## config.mk

```make
export PLATFORM = sky130hd
export DESIGN_NAME = i2c_master_register_access
export DESIGN_NICKNAME = d
export VERILOG_FILES = /design/src/hw/rtl/i2cm_pkg.sv /design/src/hw/rtl/i2c_master_register_access.sv /design/src/hw/rtl/i2cm_cfg.sv /design/src/hw/rtl/i2cm_engine.sv
export VERILOG_INCLUDE_DIRS = /design/src /design/src/hw/rtl
export SDC_FILE = /design/constraint.sdc
export NUM_CORES = 1
export LEC_CHECK = 0
export BUFFER_PORTS_ARGS = -buffer_cell sky130_fd_sc_hd__clkbuf_2
export CORE_MARGIN = 2
export CORE_UTILIZATION = 35
export DETAILED_ROUTE_END_ITERATION = 7
export PLACE_DENSITY = 0.62
export RECOVER_POWER = 100
export REMOVE_ABC_BUFFERS = 1
export SETUP_SLACK_MARGIN = 0.4
export SKIP_LAST_GASP = 1
export SLEW_MARGIN = 10
export SYNTH_ARGS = -nofsm -noshare
export SYNTH_HDL_FRONTEND = slang
export SYNTH_SLANG_ARGS = --single-unit
```

## constraint.sdc

```tcl
create_clock -name i_clk -period 3.5 [get_ports i_clk]
set_input_delay 0.35 -clock i_clk [delete_from_list [all_inputs] [get_ports i_clk]]
set_output_delay 0.35 -clock i_clk [all_outputs]
set_load 0.03 [all_outputs]
```

## src/hw/rtl/i2c_master_register_access_macros.svh

```systemverilog
// Assertion macros for the I2C master register access RTL.
`ifndef I2C_MASTER_REGISTER_ACCESS_MACROS_SVH
`define I2C_MASTER_REGISTER_ACCESS_MACROS_SVH

`ifndef SYNTHESIS
// Implication checked at every rising clock edge outside reset.
`define I2CM_ASSERT(label, clk, rst_n, prop, msg) \
    label: assert property (@(posedge clk) disable iff (!rst_n) (prop)) else $error(msg);
// Condition that must never hold outside reset.
`define I2CM_NEVER(label, clk, rst_n, cond, msg) \
    label: assert property (@(posedge clk) disable iff (!rst_n) !(cond)) else $error(msg);
`else
`define I2CM_ASSERT(label, clk, rst_n, prop, msg)
`define I2CM_NEVER(label, clk, rst_n, cond, msg)
`endif

`endif

```

## src/hw/rtl/i2cm_pkg.sv

```systemverilog
// Types and constants of the I2C master register access block.
package i2cm_pkg;

    localparam int DELAY_WIDTH = 16;
    localparam int ADDR_WIDTH  = 7;
    localparam int PADDR_WIDTH = 3;

    localparam logic [ADDR_WIDTH-1:0]  DEV_ADDR_RESET = 7'd104;
    localparam logic [DELAY_WIDTH-1:0] DELAY_RESET    = 16'd100;

    localparam logic [PADDR_WIDTH-1:0] REG_DEV_ADDR = 3'd0;
    localparam logic [PADDR_WIDTH-1:0] REG_DELAY    = 3'd4;

    localparam logic [1:0] ST_OK       = 2'd0;
    localparam logic [1:0] ST_BUS_BUSY = 2'd1;
    localparam logic [1:0] ST_NO_ACK   = 2'd2;

    typedef struct packed {
        logic       request;
        logic       func;
        logic [7:0] reg_addr;
        logic [7:0] wr_data;
        logic       sda_in;
    } t_item;

    typedef struct packed {
        logic       scl_release;
        logic       sda_release;
        logic       busy_res;
        logic       done_res;
        logic [7:0] read_data;
        logic [1:0] status;
    } t_result;

    typedef struct packed {
        logic [ADDR_WIDTH-1:0]  device_address;
        logic [DELAY_WIDTH-1:0] delay_ticks;
    } t_cfg;

endpackage

```

## src/hw/rtl/i2c_master_register_access.sv

```systemverilog
// I2C master register access: one stream transfer per bus timing tick.
// A transfer is held in the input register, and its result in the output register.
// Throughput: one transfer per cycle in and out; while a result waits, the input
// register takes one more transfer, then tready drops until the output drains.
// Each bus step lasts delay_ticks transfers (zero counts as one).
// Reset (synchronous, active low): idle, both lines released, registers at defaults.
module i2c_master_register_access (
    input  logic                             i_clk,
    input  logic                             i_rst_n,
    // APB configuration port: 0x0 device_address, 0x4 delay_ticks
    input  logic                             psel,
    input  logic                             penable,
    input  logic                             pwrite,
    input  logic [i2cm_pkg::PADDR_WIDTH-1:0] paddr,
    input  logic [31:0]                      pwdata,
    output logic [31:0]                      prdata,
    output logic                             pready,
    // Input stream
    input  logic                             s_axis_tvalid,
    output logic                             s_axis_tready,
    // tdata: [0] request, [1] func, [9:2] reg_addr, [17:10] wr_data, [18] sda_in
    input  logic [23:0]                      s_axis_tdata,
    // Output stream
    output logic                             m_axis_tvalid,
    input  logic                             m_axis_tready,
    // tdata: [0] scl_release, [1] sda_release, [2] busy_res, [3] done_res,
    //        [11:4] read_data, [13:12] status
    output logic [15:0]                      m_axis_tdata
);
    import i2cm_pkg::*;
    `include "i2c_master_register_access_macros.svh"

    t_cfg    w_cfg;
    t_item   w_item;
    t_item   r_in_item;
    logic    r_in_valid;
    t_result w_res;
    t_result r_out_res;
    logic    r_out_valid;
    logic    w_advance;
    logic    w_fire;
    logic    w_accept;

    i2cm_cfg u_cfg (
        .i_clk   (i_clk),
        .i_rst_n (i_rst_n),
        .psel    (psel),
        .penable (penable),
        .pwrite  (pwrite),
        .paddr   (paddr),
        .pwdata  (pwdata),
        .prdata  (prdata),
        .pready  (pready),
        .o_cfg   (w_cfg)
    );

    // Unpack the incoming transfer.
    assign w_item.request  = s_axis_tdata[0];
    assign w_item.func     = s_axis_tdata[1];
    assign w_item.reg_addr = s_axis_tdata[9:2];
    assign w_item.wr_data  = s_axis_tdata[17:10];
    assign w_item.sda_in   = s_axis_tdata[18];

    // Advance the pipe when the output register is free or being drained.
    assign w_advance     = !r_out_valid || m_axis_tready;
    assign w_fire        = r_in_valid && w_advance;
    assign s_axis_tready = !r_in_valid || w_advance;
    assign w_accept      = s_axis_tvalid && s_axis_tready;

    always_ff @(posedge i_clk) begin
        if (!i_rst_n) begin
            r_in_valid <= 1'b0;
        end else if (s_axis_tready) begin
            r_in_valid <= s_axis_tvalid;
        end
    end

    // Capture payload on accept only.
    always_ff @(posedge i_clk) begin
        if (w_accept) begin
            r_in_item <= w_item;
        end
    end

    // One tick of the sequencer per fired item; state moves only on fire.
    i2cm_engine u_engine (
        .i_clk   (i_clk),
        .i_rst_n (i_rst_n),
        .i_fire  (w_fire),
        .i_item  (r_in_item),
        .i_cfg   (w_cfg),
        .o_res   (w_res)
    );

    always_ff @(posedge i_clk) begin
        if (!i_rst_n) begin
            r_out_valid <= 1'b0;
        end else if (w_advance) begin
            r_out_valid <= r_in_valid;
        end
    end

    always_ff @(posedge i_clk) begin
        if (w_fire) begin
            r_out_res <= w_res;
        end
    end

    assign m_axis_tvalid = r_out_valid;
    assign m_axis_tdata  = {2'b00, r_out_res.status, r_out_res.read_data,
                            r_out_res.done_res, r_out_res.busy_res,
                            r_out_res.sda_release, r_out_res.scl_release};

    // An accepted transfer always lands in the input register.
    `I2CM_ASSERT(a_in_loaded, i_clk, i_rst_n, w_accept |=> r_in_valid, "input transfer lost")
    // A fired item always produces a waiting result.
    `I2CM_ASSERT(a_out_loaded, i_clk, i_rst_n, w_fire |=> r_out_valid, "result lost")
    // A stalled input item stays put until the output side frees up.
    `I2CM_ASSERT(a_in_hold, i_clk, i_rst_n, (r_in_valid && !w_advance) |=> r_in_valid,
        "stalled item dropped")
    // A finishing tick leaves the master idle.
    `I2CM_NEVER(a_done_busy, i_clk, i_rst_n, w_fire && w_res.done_res && w_res.busy_res,
        "done while busy")

endmodule

```

## src/hw/rtl/i2cm_cfg.sv

```systemverilog
// APB register file: device address and bus step length.
module i2cm_cfg (
    input  logic                             i_clk,
    input  logic                             i_rst_n,
    input  logic                             psel,
    input  logic                             penable,
    input  logic                             pwrite,
    input  logic [i2cm_pkg::PADDR_WIDTH-1:0] paddr,
    input  logic [31:0]                      pwdata,
    output logic [31:0]                      prdata,
    output logic                             pready,
    output i2cm_pkg::t_cfg                   o_cfg
);
    import i2cm_pkg::*;

    logic [ADDR_WIDTH-1:0]  r_dev_addr;
    logic [DELAY_WIDTH-1:0] r_delay;
    logic                   w_wr;

    assign pready = 1'b1;
    assign w_wr   = psel && penable && pwrite;

    always_ff @(posedge i_clk) begin
        if (!i_rst_n) begin
            r_dev_addr <= DEV_ADDR_RESET;
            r_delay    <= DELAY_RESET;
        end else if (w_wr) begin
            if (paddr == REG_DEV_ADDR) begin
                r_dev_addr <= pwdata[ADDR_WIDTH-1:0];
            end
            if (paddr == REG_DELAY) begin
                r_delay <= pwdata[DELAY_WIDTH-1:0];
            end
        end
    end

    always_comb begin
        prdata = '0;
        if (paddr == REG_DEV_ADDR) begin
            prdata[ADDR_WIDTH-1:0] = r_dev_addr;
        end else if (paddr == REG_DELAY) begin
            prdata[DELAY_WIDTH-1:0] = r_delay;
        end
    end

    assign o_cfg.device_address = r_dev_addr;
    assign o_cfg.delay_ticks    = r_delay;

endmodule

```

## src/hw/rtl/i2cm_engine.sv

```systemverilog
// Bus sequencer: advances the I2C transaction by one tick per item.
module i2cm_engine (
    input  logic              i_clk,
    input  logic              i_rst_n,
    input  logic              i_fire,
    input  i2cm_pkg::t_item   i_item,
    input  i2cm_pkg::t_cfg    i_cfg,
    output i2cm_pkg::t_result o_res
);
    import i2cm_pkg::*;

    typedef enum logic [4:0] {
        PH_IDLE, PH_ST_A, PH_ST_B, PH_ST_C, PH_TX_A, PH_TX_B, PH_TX_C,
        PH_AK_A, PH_AK_B, PH_AK_C, PH_RX_B, PH_RX_C,
        PH_NK_0, PH_NK_1, PH_NK_2, PH_NK_3, PH_NK_4,
        PH_SP_A, PH_SP_B, PH_SP_C, PH_SP_D
    } t_phase;

    typedef enum logic [2:0] {
        SG_ADDR_W, SG_REG, SG_DATA, SG_RESTART, SG_ADDR_R, SG_RECV
    } t_stage;

    t_phase                 r_phase, n_phase;
    t_stage                 r_stage, n_stage;
    logic [2:0]             r_bit, n_bit;
    logic [7:0]             r_shift, n_shift;
    logic [DELAY_WIDTH-1:0] r_delay, n_delay;
    logic                   r_is_read, n_is_read;
    logic [7:0]             r_reg, n_reg;
    logic [7:0]             r_wbyte, n_wbyte;
    logic [7:0]             r_last_read, n_last_read;
    logic [1:0]             r_last_status, n_last_status;
    logic [1:0]             r_pending, n_pending;
    logic                   r_nack, n_nack;
    logic                   r_scl, n_scl;
    logic                   r_sda, n_sda;
    logic                   n_done;

    logic                   v_go;
    logic                   v_fin;
    logic [1:0]             v_fin_st;
    t_phase                 v_tgt;
    logic [DELAY_WIDTH-1:0] w_step_len;
    logic [DELAY_WIDTH-1:0] w_dec;
    logic [7:0]             w_addr_w;
    logic [7:0]             w_addr_r;

    // A step length of zero behaves as one tick.
    assign w_step_len = (i_cfg.delay_ticks == '0) ? DELAY_WIDTH'(1) : i_cfg.delay_ticks;
    assign w_dec      = (r_delay != '0) ? r_delay - DELAY_WIDTH'(1) : '0;
    assign w_addr_w   = {i_cfg.device_address, 1'b0};
    assign w_addr_r   = {i_cfg.device_address, 1'b1};

    always_comb begin
        n_phase       = r_phase;
        n_stage       = r_stage;
        n_bit         = r_bit;
        n_shift       = r_shift;
        n_delay       = r_delay;
        n_is_read     = r_is_read;
        n_reg         = r_reg;
        n_wbyte       = r_wbyte;
        n_last_read   = r_last_read;
        n_last_status = r_last_status;
        n_pending     = r_pending;
        n_nack        = r_nack;
        n_scl         = r_scl;
        n_sda         = r_sda;
        n_done        = 1'b0;
        v_go          = 1'b0;
        v_fin         = 1'b0;
        v_fin_st      = ST_OK;
        v_tgt         = PH_IDLE;

        if (r_phase == PH_IDLE) begin
            if (i_item.request) begin
                n_is_read = i_item.func;
                n_reg     = i_item.reg_addr;
                n_wbyte   = i_item.wr_data;
                n_stage   = SG_ADDR_W;
                n_nack    = 1'b0;
                n_pending = ST_OK;
                v_go      = 1'b1;
                v_tgt     = PH_ST_A;
            end
        end else begin
            n_delay = w_dec;
            if (w_dec == '0) begin
                unique case (r_phase)
                    PH_ST_A: begin
                        v_go = 1'b1; v_tgt = PH_ST_B;
                    end
                    PH_ST_B: begin
                        if (!i_item.sda_in) begin
                            if (r_stage == SG_ADDR_W) begin
                                v_fin = 1'b1; v_fin_st = ST_BUS_BUSY;
                            end else begin
                                // Repeated start with SDA already low: skip the low step.
                                n_stage = SG_ADDR_R;
                                n_shift = w_addr_r;
                                n_bit   = '0;
                                v_go = 1'b1; v_tgt = PH_TX_A;
                            end
                        end else begin
                            v_go = 1'b1; v_tgt = PH_ST_C;
                        end
                    end
                    PH_ST_C: begin
                        if (r_stage == SG_ADDR_W) begin
                            if (i_item.sda_in) begin
                                v_fin = 1'b1; v_fin_st = ST_BUS_BUSY;
                            end else begin
                                n_shift = w_addr_w;
                                n_bit   = '0;
                                v_go = 1'b1; v_tgt = PH_TX_A;
                            end
                        end else begin
                            n_stage = SG_ADDR_R;
                            n_shift = w_addr_r;
                            n_bit   = '0;
                            v_go = 1'b1; v_tgt = PH_TX_A;
                        end
                    end
                    PH_TX_A: begin
                        v_go = 1'b1; v_tgt = PH_TX_B;
                    end
                    PH_TX_B: begin
                        v_go = 1'b1; v_tgt = PH_TX_C;
                    end
                    PH_TX_C: begin
                        n_shift = {r_shift[6:0], 1'b0};
                        v_go    = 1'b1;
                        if (r_bit == 3'd7) begin
                            n_bit = '0; v_tgt = PH_AK_A;
                        end else begin
                            n_bit = r_bit + 3'd1; v_tgt = PH_TX_A;
                        end
                    end
                    PH_AK_A: begin
                        v_go = 1'b1; v_tgt = PH_AK_B;
                    end
                    PH_AK_B: begin
                        n_nack = i_item.sda_in;
                        v_go = 1'b1; v_tgt = PH_AK_C;
                    end
                    PH_AK_C: begin
                        v_go = 1'b1;
                        if (r_stage == SG_ADDR_W) begin
                            if (r_nack) begin
                                n_pending = ST_NO_ACK; v_tgt = PH_SP_A;
                            end else begin
                                n_stage = SG_REG;
                                n_shift = r_reg;
                                n_bit   = '0;
                                v_tgt   = PH_TX_A;
                            end
                        end else if (r_stage == SG_REG) begin
                            if (r_is_read) begin
                                n_stage = SG_RESTART; v_tgt = PH_ST_A;
                            end else begin
                                n_stage = SG_DATA;
                                n_shift = r_wbyte;
                                n_bit   = '0;
                                v_tgt   = PH_TX_A;
                            end
                        end else if (r_stage == SG_DATA) begin
                            n_pending = ST_OK; v_tgt = PH_SP_A;
                        end else begin
                            n_stage = SG_RECV;
                            n_shift = '0;
                            n_bit   = '0;
                            v_tgt   = PH_RX_B;
                        end
                    end
                    PH_RX_B: begin
                        n_shift = {r_shift[6:0], i_item.sda_in};
                        v_go = 1'b1; v_tgt = PH_RX_C;
                    end
                    PH_RX_C: begin
                        v_go = 1'b1;
                        if (r_bit == 3'd7) begin
                            n_bit       = '0;
                            n_last_read = r_shift;
                            v_tgt       = PH_NK_0;
                        end else begin
                            n_bit = r_bit + 3'd1; v_tgt = PH_RX_B;
                        end
                    end
                    PH_NK_0: begin
                        v_go = 1'b1; v_tgt = PH_NK_1;
                    end
                    PH_NK_1: begin
                        v_go = 1'b1; v_tgt = PH_NK_2;
                    end
                    PH_NK_2: begin
                        v_go = 1'b1; v_tgt = PH_NK_3;
                    end
                    PH_NK_3: begin
                        v_go = 1'b1; v_tgt = PH_NK_4;
                    end
                    PH_NK_4: begin
                        n_pending = ST_OK; v_go = 1'b1; v_tgt = PH_SP_A;
                    end
                    PH_SP_A: begin
                        v_go = 1'b1; v_tgt = PH_SP_B;
                    end
                    PH_SP_B: begin
                        v_go = 1'b1; v_tgt = PH_SP_C;
                    end
                    PH_SP_C: begin
                        v_go = 1'b1; v_tgt = PH_SP_D;
                    end
                    PH_SP_D: begin
                        v_fin = 1'b1; v_fin_st = r_pending;
                    end
                    default: begin
                        n_phase = PH_IDLE;
                    end
                endcase
            end
        end

        if (v_fin) begin
            n_last_status = v_fin_st;
            if (r_is_read && (v_fin_st != ST_OK)) begin
                n_last_read = '0;
            end
            n_phase = PH_IDLE;
            n_delay = '0;
            n_done  = 1'b1;
        end

        // Enter the target step: drive its line levels and reload the timer.
        if (v_go) begin
            n_phase = v_tgt;
            n_delay = w_step_len;
            unique case (v_tgt)
                PH_ST_A: n_sda = 1'b1;
                PH_ST_B: n_scl = 1'b1;
                PH_ST_C: n_sda = 1'b0;
                PH_TX_A: begin
                    n_scl = 1'b0;
                    n_sda = n_shift[7];
                end
                PH_TX_B: n_scl = 1'b1;
                PH_TX_C: n_scl = 1'b0;
                PH_AK_A: begin
                    n_scl = 1'b0;
                    n_sda = 1'b1;
                end
                PH_AK_B: n_scl = 1'b1;
                PH_AK_C: n_scl = 1'b0;
                PH_RX_B: n_scl = 1'b1;
                PH_RX_C: n_scl = 1'b0;
                PH_NK_1: n_scl = 1'b0;
                PH_NK_2: n_sda = 1'b1;
                PH_NK_3: n_scl = 1'b1;
                PH_NK_4: n_scl = 1'b0;
                PH_SP_A: n_scl = 1'b0;
                PH_SP_B: n_sda = 1'b0;
                PH_SP_C: n_scl = 1'b1;
                PH_SP_D: n_sda = 1'b1;
                default: begin
                end
            endcase
        end
    end

    always_ff @(posedge i_clk) begin
        if (!i_rst_n) begin
            r_phase       <= PH_IDLE;
            r_stage       <= SG_ADDR_W;
            r_bit         <= '0;
            r_shift       <= '0;
            r_delay       <= '0;
            r_is_read     <= 1'b0;
            r_reg         <= '0;
            r_wbyte       <= '0;
            r_last_read   <= '0;
            r_last_status <= ST_OK;
            r_pending     <= ST_OK;
            r_nack        <= 1'b0;
            r_scl         <= 1'b1;
            r_sda         <= 1'b1;
        end else if (i_fire) begin
            r_phase       <= n_phase;
            r_stage       <= n_stage;
            r_bit         <= n_bit;
            r_shift       <= n_shift;
            r_delay       <= n_delay;
            r_is_read     <= n_is_read;
            r_reg         <= n_reg;
            r_wbyte       <= n_wbyte;
            r_last_read   <= n_last_read;
            r_last_status <= n_last_status;
            r_pending     <= n_pending;
            r_nack        <= n_nack;
            r_scl         <= n_scl;
            r_sda         <= n_sda;
        end
    end

    assign o_res.scl_release = n_scl;
    assign o_res.sda_release = n_sda;
    assign o_res.busy_res    = (n_phase != PH_IDLE);
    assign o_res.done_res    = n_done;
    assign o_res.read_data   = n_last_read;
    assign o_res.status      = n_last_status;

endmodule

```

==> results by group, run 1 <==
Timing
  • RSZ-0062 raised after global routing: true
  • Slew Viols, Final: 0
  • Hold Slack: 0.1048 ns
  • Final clock skew: 0.005294 ns
  • Post-Route Setup TNS: 0 ns
  • Tcrit/Tclk final: 91.26%
  • # setup viols final: 0
  • Slew HR: 19.92%
  • Worst-margin pin slew: 1.201 ns
  • Fmax achieved: 313.1 MHz
  • Post-route setup slack: 0.3059 ns
  • Minimum clock period: 3.194 ns
  • Fin. Hold Viols: 0

Setup path
  • CP Cell Sequence: buf_4 -> or4b_4 -> buf_6 -> nor3_4 -> o2111ai_1 -> nor4_4 -> buf_6 -> o211a_1 -> buf_12 -> a31oi_4 -> buf_6 -> a221oi_1 -> nor2_1
  • R2r setup slk: 0.31 ns
  • Arrival @ worst endpoint: 3.49 ns
  • Slowest CP cell: or4b_4
  • CP startpoint kind: register
  • Capturing element type of the critical path: register
  • CP most frequent cell: buf_6
  • Worst-path fanout max: 11
  • R2R cell count: 13
  • Critical path class: register to register
  • Crit path largest cell delay: 0.57 ns
  • Worst EP required: 3.80 ns

GRT
  • GRT Total Usage: 18.52%
  • Antenna violations before repair: 0
  • Global-route wire length before repair: 29.95 mm
  • Vias in the first global route: 5845
  • Maximum number of pins on one net before global-route repair: 49
  • Grt ovf: 0

Drt
  • Avg Vias per Cell: 5.502
  • Remaining antenna violation count after routing: 0
  • Via count: 6333
  • Initial DRT Pass Iterations: 5
  • DRC viols: 0
  • Routed WL per cell: 16.42 um
  • Total wire length: 18.89 mm
  • DRT iter0 DRCs: 560

Power and ir drop
  • Switching part of the total: 27.40%
  • Internal: 2.881 mW
  • Pwr dens: 479.1 nW/um2
  • NetSw: 1.087 mW
  • Flop pwr share: 39.2%
  • Clock power share: 42.8%
  • Leak: 3.119 nW
  • Logic pwr share: 18.0%
  • VDD IR max: 327.6 uV

Floorplanning
  • Core Box Area: 18710 um2
  • Die height: 142.2 um
  • Die area: 20230 um2
  • Initial core utilization: 35.75%
  • Top Ports: 117
  • Chip width: 142.2 um
  • Cell Rows: 50

CTS
  • Total CTS buffers: 17
  • CTS root buffer: clkbuf_16
  • Bufs on Longest Clock Path: 2
  • H-Tree Depth: 4
  • Clk pin slew, worst setup/hold paths: 0.05 ns
  • Clk Latency, worst-skew pair: 0.42 ns
  • CTS tree: built
  • Clk sink count: 124
  • Hold-fix buffer count after cts: 0

Synth
  • Post-synthesis async set-or-reset flop share: 0%
  • Avg Inst Size Synth: 8.327 um2
  • Cells after synthesis: 803
  • Synthesized area: 6686 um2
  • Post-synthesis sequential area ratio: 42.07%
  • Unique masters post-synth: 77
  • Area leader, netlist: dfxtp_1
  • Most instantiated cells after synthesis: nand2_1, dfxtp_1, nor2_1
  • Top_reg_cell synth: dfxtp_1
  • #FFs+latches synth: 124
  • Post-synth EDFFs: 33
  • Top-area cell type share of the netlist area: 27.25%
  • Synthesis warning total: 0
  • Area contributors post-synth: dfxtp_1, edfxtp_1, nand2_1
  • Top-count cell post-synth: nand2_1

Layout
  • Area growth, synth to finish: 23.88%
  • Biggest register: r_in_item
  • Nets: 973
  • Largest regs: r_in_item x19, u_cfg.r_delay x16, u_engine.r_delay x16
  • Max reg flops: 19
  • Post-route cell area: 8283 um2
  • Antenna Cells: 0
  • Layout cells sized above 1: 19.08%

Run
  • Max-cap viol count: 0

Place
  • Hpwl dp: 12.63 mm
  • Pre-CTS WS: 0.1559 ns
  • I/O Buffers: 76
  • Area after DPL: 7428 um2
  • Placer congestion estimate: 0.9065

Min path
  • Hold Crit Depth: 1
  • Hold Crit Class: input pin to register

Outcome
  • Outcome: finished clean
[final timing paths]
kind | startpoint | endpoint
setup / recovery | u_engine.r_delay[2] | u_engine.r_delay[4]
hold / removal | s_axis_tdata[17] | r_in_item[8]
setup reg to reg | u_engine.r_delay[2] | u_engine.r_delay[4]
hold reg to reg | u_engine.r_reg[7] | u_engine.r_reg[7]
[per-stage QoR]
step                      utilization, %  total power, mW  std cells
after floorplan                        -            1.942        743
final                              44.28            3.968       1151
after global placement             39.71            2.149       1101
after global routing               44.28            4.118       1151
after detailed placement           39.71            2.150       1101
after CTS                          43.63            3.912       1141
[kinds of logic (layout without fill, tap and decap cells)]
group,Yosys count,count (layout),share of synthesized area (%)
mux,29,29,4.379
fa+ha+maj,4,4,0.7298
simple gates,336,336,24.35
buf+inv,93,189,6.587
flops,124,124,42.07
compound gates,203,204,20.21
xor+xnor,12,12,1.572
other cells,2,19,0.1123
[cell usage in the layout, fill, tap and decap left out, types with 4 or more instances in the layout]
master and count:
a211oi_1 5, a21oi_1 74, a221o_1 6, a22oi_1 18, a31oi_1 6, a32oi_1 12, and2_1 4, and3_1 18
buf_4 48, buf_6 5, clkbuf_1 45, clkbuf_16 18, clkbuf_2 44, conb_1 19, dfxtp_1 85, dfxtp_2 6
edfxtp_1 33, inv_1 13, mux2i_1 27, nand2_1 114, nand2b_1 6, nand3_1 27, nand4_1 6, nor2_1 84
nor2b_1 5, nor3_1 21, nor3b_1 5, nor4_1 11, o211ai_1 7, o21ai_0 24, o21ai_1 4, o22ai_1 4
o31ai_1 5, or4_4 4, xnor2_1 6
[power groups by stage]
stage               Clock [mW]  Sequential [mW]  Combinational (mW)
floorplan                    0             1.59               0.352
global placement             0             1.58               0.570
detailed placement           0             1.58               0.570
CTS                       1.72             1.55               0.639
global route              1.79             1.56               0.768
finish                    1.70             1.56               0.715
[layout make-up]
type                            count  area, um2
Clock buffer                       26      510.5
Clock inverter                      6      61.31
Fill cell                        1840      10420
Inverter                           16      60.06
Multi-Input combinational cell    604       3696
Sequential cell                   124       2820
Tap cell                          234      292.8
Timing Repair Buffer              141      842.1
[per-layer routing]
metal | vias to the layer above | track usage, % | part of all wire (%)
met5 | - | 0 | 0
met2 | 209 | 29.52 | 46
met1 | 3010 | 24.95 | 47
li1 | 3091 | - | -
met3 | 23 | 3.869 | 5.6
met4 | 0 | 6.421 | 1.4
[critical path: cells and delay by family, from the launching register on]
family,cells,cell delay [ns]
AND/OR/NAND/NOR,4,1.11
flip-flops,1,0.30
AO/OA/AOI/OAI,4,0.82
buffers and inverters,5,0.83
[timing repair]
| action | CTS | global route |
|---|---|---|
| setup endpoints to repair | 57 | 57 |
| cloned | 0 | 2 |
| setup buffers | 8 | 8 |
| hold endpoints to repair | 0 | 0 |
| pin swaps | 8 | 15 |
| gates resized for setup | 23 | 42 |
Power figures use the tool's default switching activity.
==> run 2, diff against run 1 <==
--- a/config.mk
+++ b/config.mk
@@ -10,6 +10,7 @@
 export CORE_MARGIN = 2
 export CORE_UTILIZATION = 35
 export DETAILED_ROUTE_END_ITERATION = 7
+export MAX_ROUTING_LAYER = met4
 export PLACE_DENSITY = 0.62
 export RECOVER_POWER = 100
 export REMOVE_ABC_BUFFERS = 1
==> run 2 against run 1 <==
Compared with the run above:
- the run now ends with capacitance limit, slew limit left
- total power is 0.25% lower
- count of clock-buffer cells in the layout stayed put
- combinational power is 8.7% higher
- worst setup slack better by 0.0049 ns
==> results by group, run 2 (synthesis gave the netlist of run 1 again) <==
Layout
  • Non-filler cells, final: 1159 (+0.70%)
  • Commonest non-fill, non-tap cells in the layout: nand2_1, dfxtp_1, nor2_1
  • Nets: 982 (+0.92%)
  • Commonest non-fill, non-tap cell in the layout: nand2_1
  • Final core occ: 45.05% (+0.77 points)
  • Post-route cell area: 8427 um2 (+1.7%)
  • Antenna Cells: 0 (unchanged)
  • Max reg flops: 19 (unchanged)
  • Area growth, synth to finish: 26.03%
  • Biggest register: r_in_item
  • Layout cells sized above 1: 20.76% (+1.7 points)
  • Largest regs: r_in_item x19, u_cfg.r_delay x16, u_engine.r_delay x16

Timing
  • Tcrit/Tclk final: 91.12% (-0.14 points)
  • Fmax achieved: 313.6 MHz (+0.15%)
  • Slew HR: -5.823% (-26 points)
  • Worst-margin pin slew: 1.586 ns (+0.3850 ns)
  • Post-route setup slack: 0.3108 ns (+0.004934 ns)
  • # setup viols final: 0 (unchanged)
  • Hold Slack: 0.1016 ns (-0.003186 ns)
  • Post-Route Setup TNS: 0 ns (unchanged)
  • Fin. Hold Viols: 0 (unchanged)
  • RSZ-0062 raised after global routing: true
  • Minimum clock period: 3.189 ns (-0.004934 ns)
  • Final clock skew: 0.006533 ns (+0.001239 ns)
  • Slew Viols, Final: 46 (+46)

CTS
  • CTS root buffer: clkbuf_16
  • Total CTS buffers: 17 (unchanged)
  • CTS tree: built
  • Clk pin slew, worst setup/hold paths: 0.05 ns (about the same)
  • Clk Latency, worst-skew pair: 0.42 ns (about the same)
  • H-Tree Depth: 4 (unchanged)
  • Clk sink count: 124 (unchanged)
  • Bufs on Longest Clock Path: 2 (unchanged)

Setup path
  • CP Buf/Inv Count: 3 (-2)
  • CP startpoint kind: register
  • Critical path class: register to register
  • Worst EP required: 3.84 ns (+0.04 ns)
  • R2r setup slk: 0.31 ns (about the same)
  • Crit path largest cell delay: 0.53 ns (-0.04 ns)
  • Crit path max-delay family: compound AO/OA/AOI/OAI gates
  • Capturing element type of the critical path: register
  • Arrival @ worst endpoint: 3.53 ns (+0.04 ns)
  • Slowest CP cell: or4_4
  • CP Cell Sequence: or3_4 -> or4_4 -> xnor2_4 -> o41ai_4 -> buf_4 -> o211ai_4 -> clkbuf_1 -> o21ai_1 -> buf_6 -> a22oi_1 -> o221ai_1
  • Worst-path fanout max: 7 (-4)

Outcome
  • Violated checks: capacitance limit, slew limit
  • Outcome: complete, but fails checks

Min path
  • Hold Crit Class: input pin to register

Floorplanning
  • Top Ports: 117 (unchanged)
  • Chip width: 142.2 um (unchanged)
  • Initial core utilization: 35.75% (unchanged)
  • Core Box Area: 18710 um2 (unchanged)
  • Die area: 20230 um2 (unchanged)
  • Cell Rows: 50 (unchanged)
  • Die height: 142.2 um (unchanged)

GRT
  • Grt ovf: 0 (unchanged)
  • Vias in the first global route: 5928 (+1.4%)
  • GRT Total Usage: 19.72% (+1.2 points)
  • Maximum number of pins on one net before global-route repair: 46 (-6.1%)
  • Global-route wire length before repair: 30.64 mm (+2.3%)
  • Antenna violations before repair: 0 (unchanged)

Drt
  • Initial DRT Pass Iterations: 6 (+1)
  • Via count: 6408 (+1.2%)
  • Routed WL per cell: 16.73 um (+1.9%)
  • Total wire length: 19.39 mm (+2.6%)
  • DRT iter0 DRCs: 543 (-3.0%)
  • DRC viols: 0 (unchanged)
  • Avg Vias per Cell: 5.529 (+0.49%)
  • Remaining antenna violation count after routing: 0 (unchanged)

Run
  • Max-cap viol count: 1 (+1)

Power and ir drop
  • Pwr dens: 469.7 nW/um2 (-2.0%)
  • Total power draw: 3.958 mW (-0.25%)
  • Leak: 3.183 nW (+2.1%)
  • VDD IR max: 286.1 uV (-13%)

Place
  • Hpwl dp: 12.82 mm (+1.5%)
  • Area after DPL: 7453 um2 (+0.34%)
  • Placer congestion estimate: 0.9089 (+0.26%)
  • Placed cell count: 1106 (+0.45%)
  • Pre-CTS WS: 0.06675 ns (-0.08912 ns)
  • I/O Buffers: 76 (unchanged)
run 2: layout make-up:
type	count	area (um2)
Clock inverter	5	32.53
Sequential cell	124	2819
Timing Repair Buffer	151	923.4
Fill cell	1854	10280
Clock buffer	26	521.8
Inverter	16	62.56
Multi-Input combinational cell	603	3775
Tap cell	234	292.8
run 2: final timing paths:
kind	from	to	cells past startpoint
min	s_axis_tdata[14]	r_in_item[5]	1
min reg2reg	u_engine.r_wbyte[1]	u_engine.r_wbyte[1]	2
max reg2reg	u_engine.r_delay[2]	u_engine.r_delay[9]	11
max	u_engine.r_delay[2]	u_engine.r_delay[9]	11
run 2: per-layer routing:
layer  part of all wire (%)  track usage, %
met2                     47           29.44
met4                    2.7           8.316
met3                    6.4           5.283
met5                      0               -
met1                     44           25.25
run 2: where the power goes:
part	internal (mW)	switching, mW	total [mW]
combinational	0.329	0.448	0.777
clock	1.02	0.604	1.62
sequential	1.52	0.0386	1.56
run 2: what timing repair did:
item	4_1_cts	5_1_grt
pin swaps	11	15
hold buffers	0	0
cloned	1	2
gates resized for setup	30	70
setup buffers	9	10
endpoints found under the setup margin	56	58
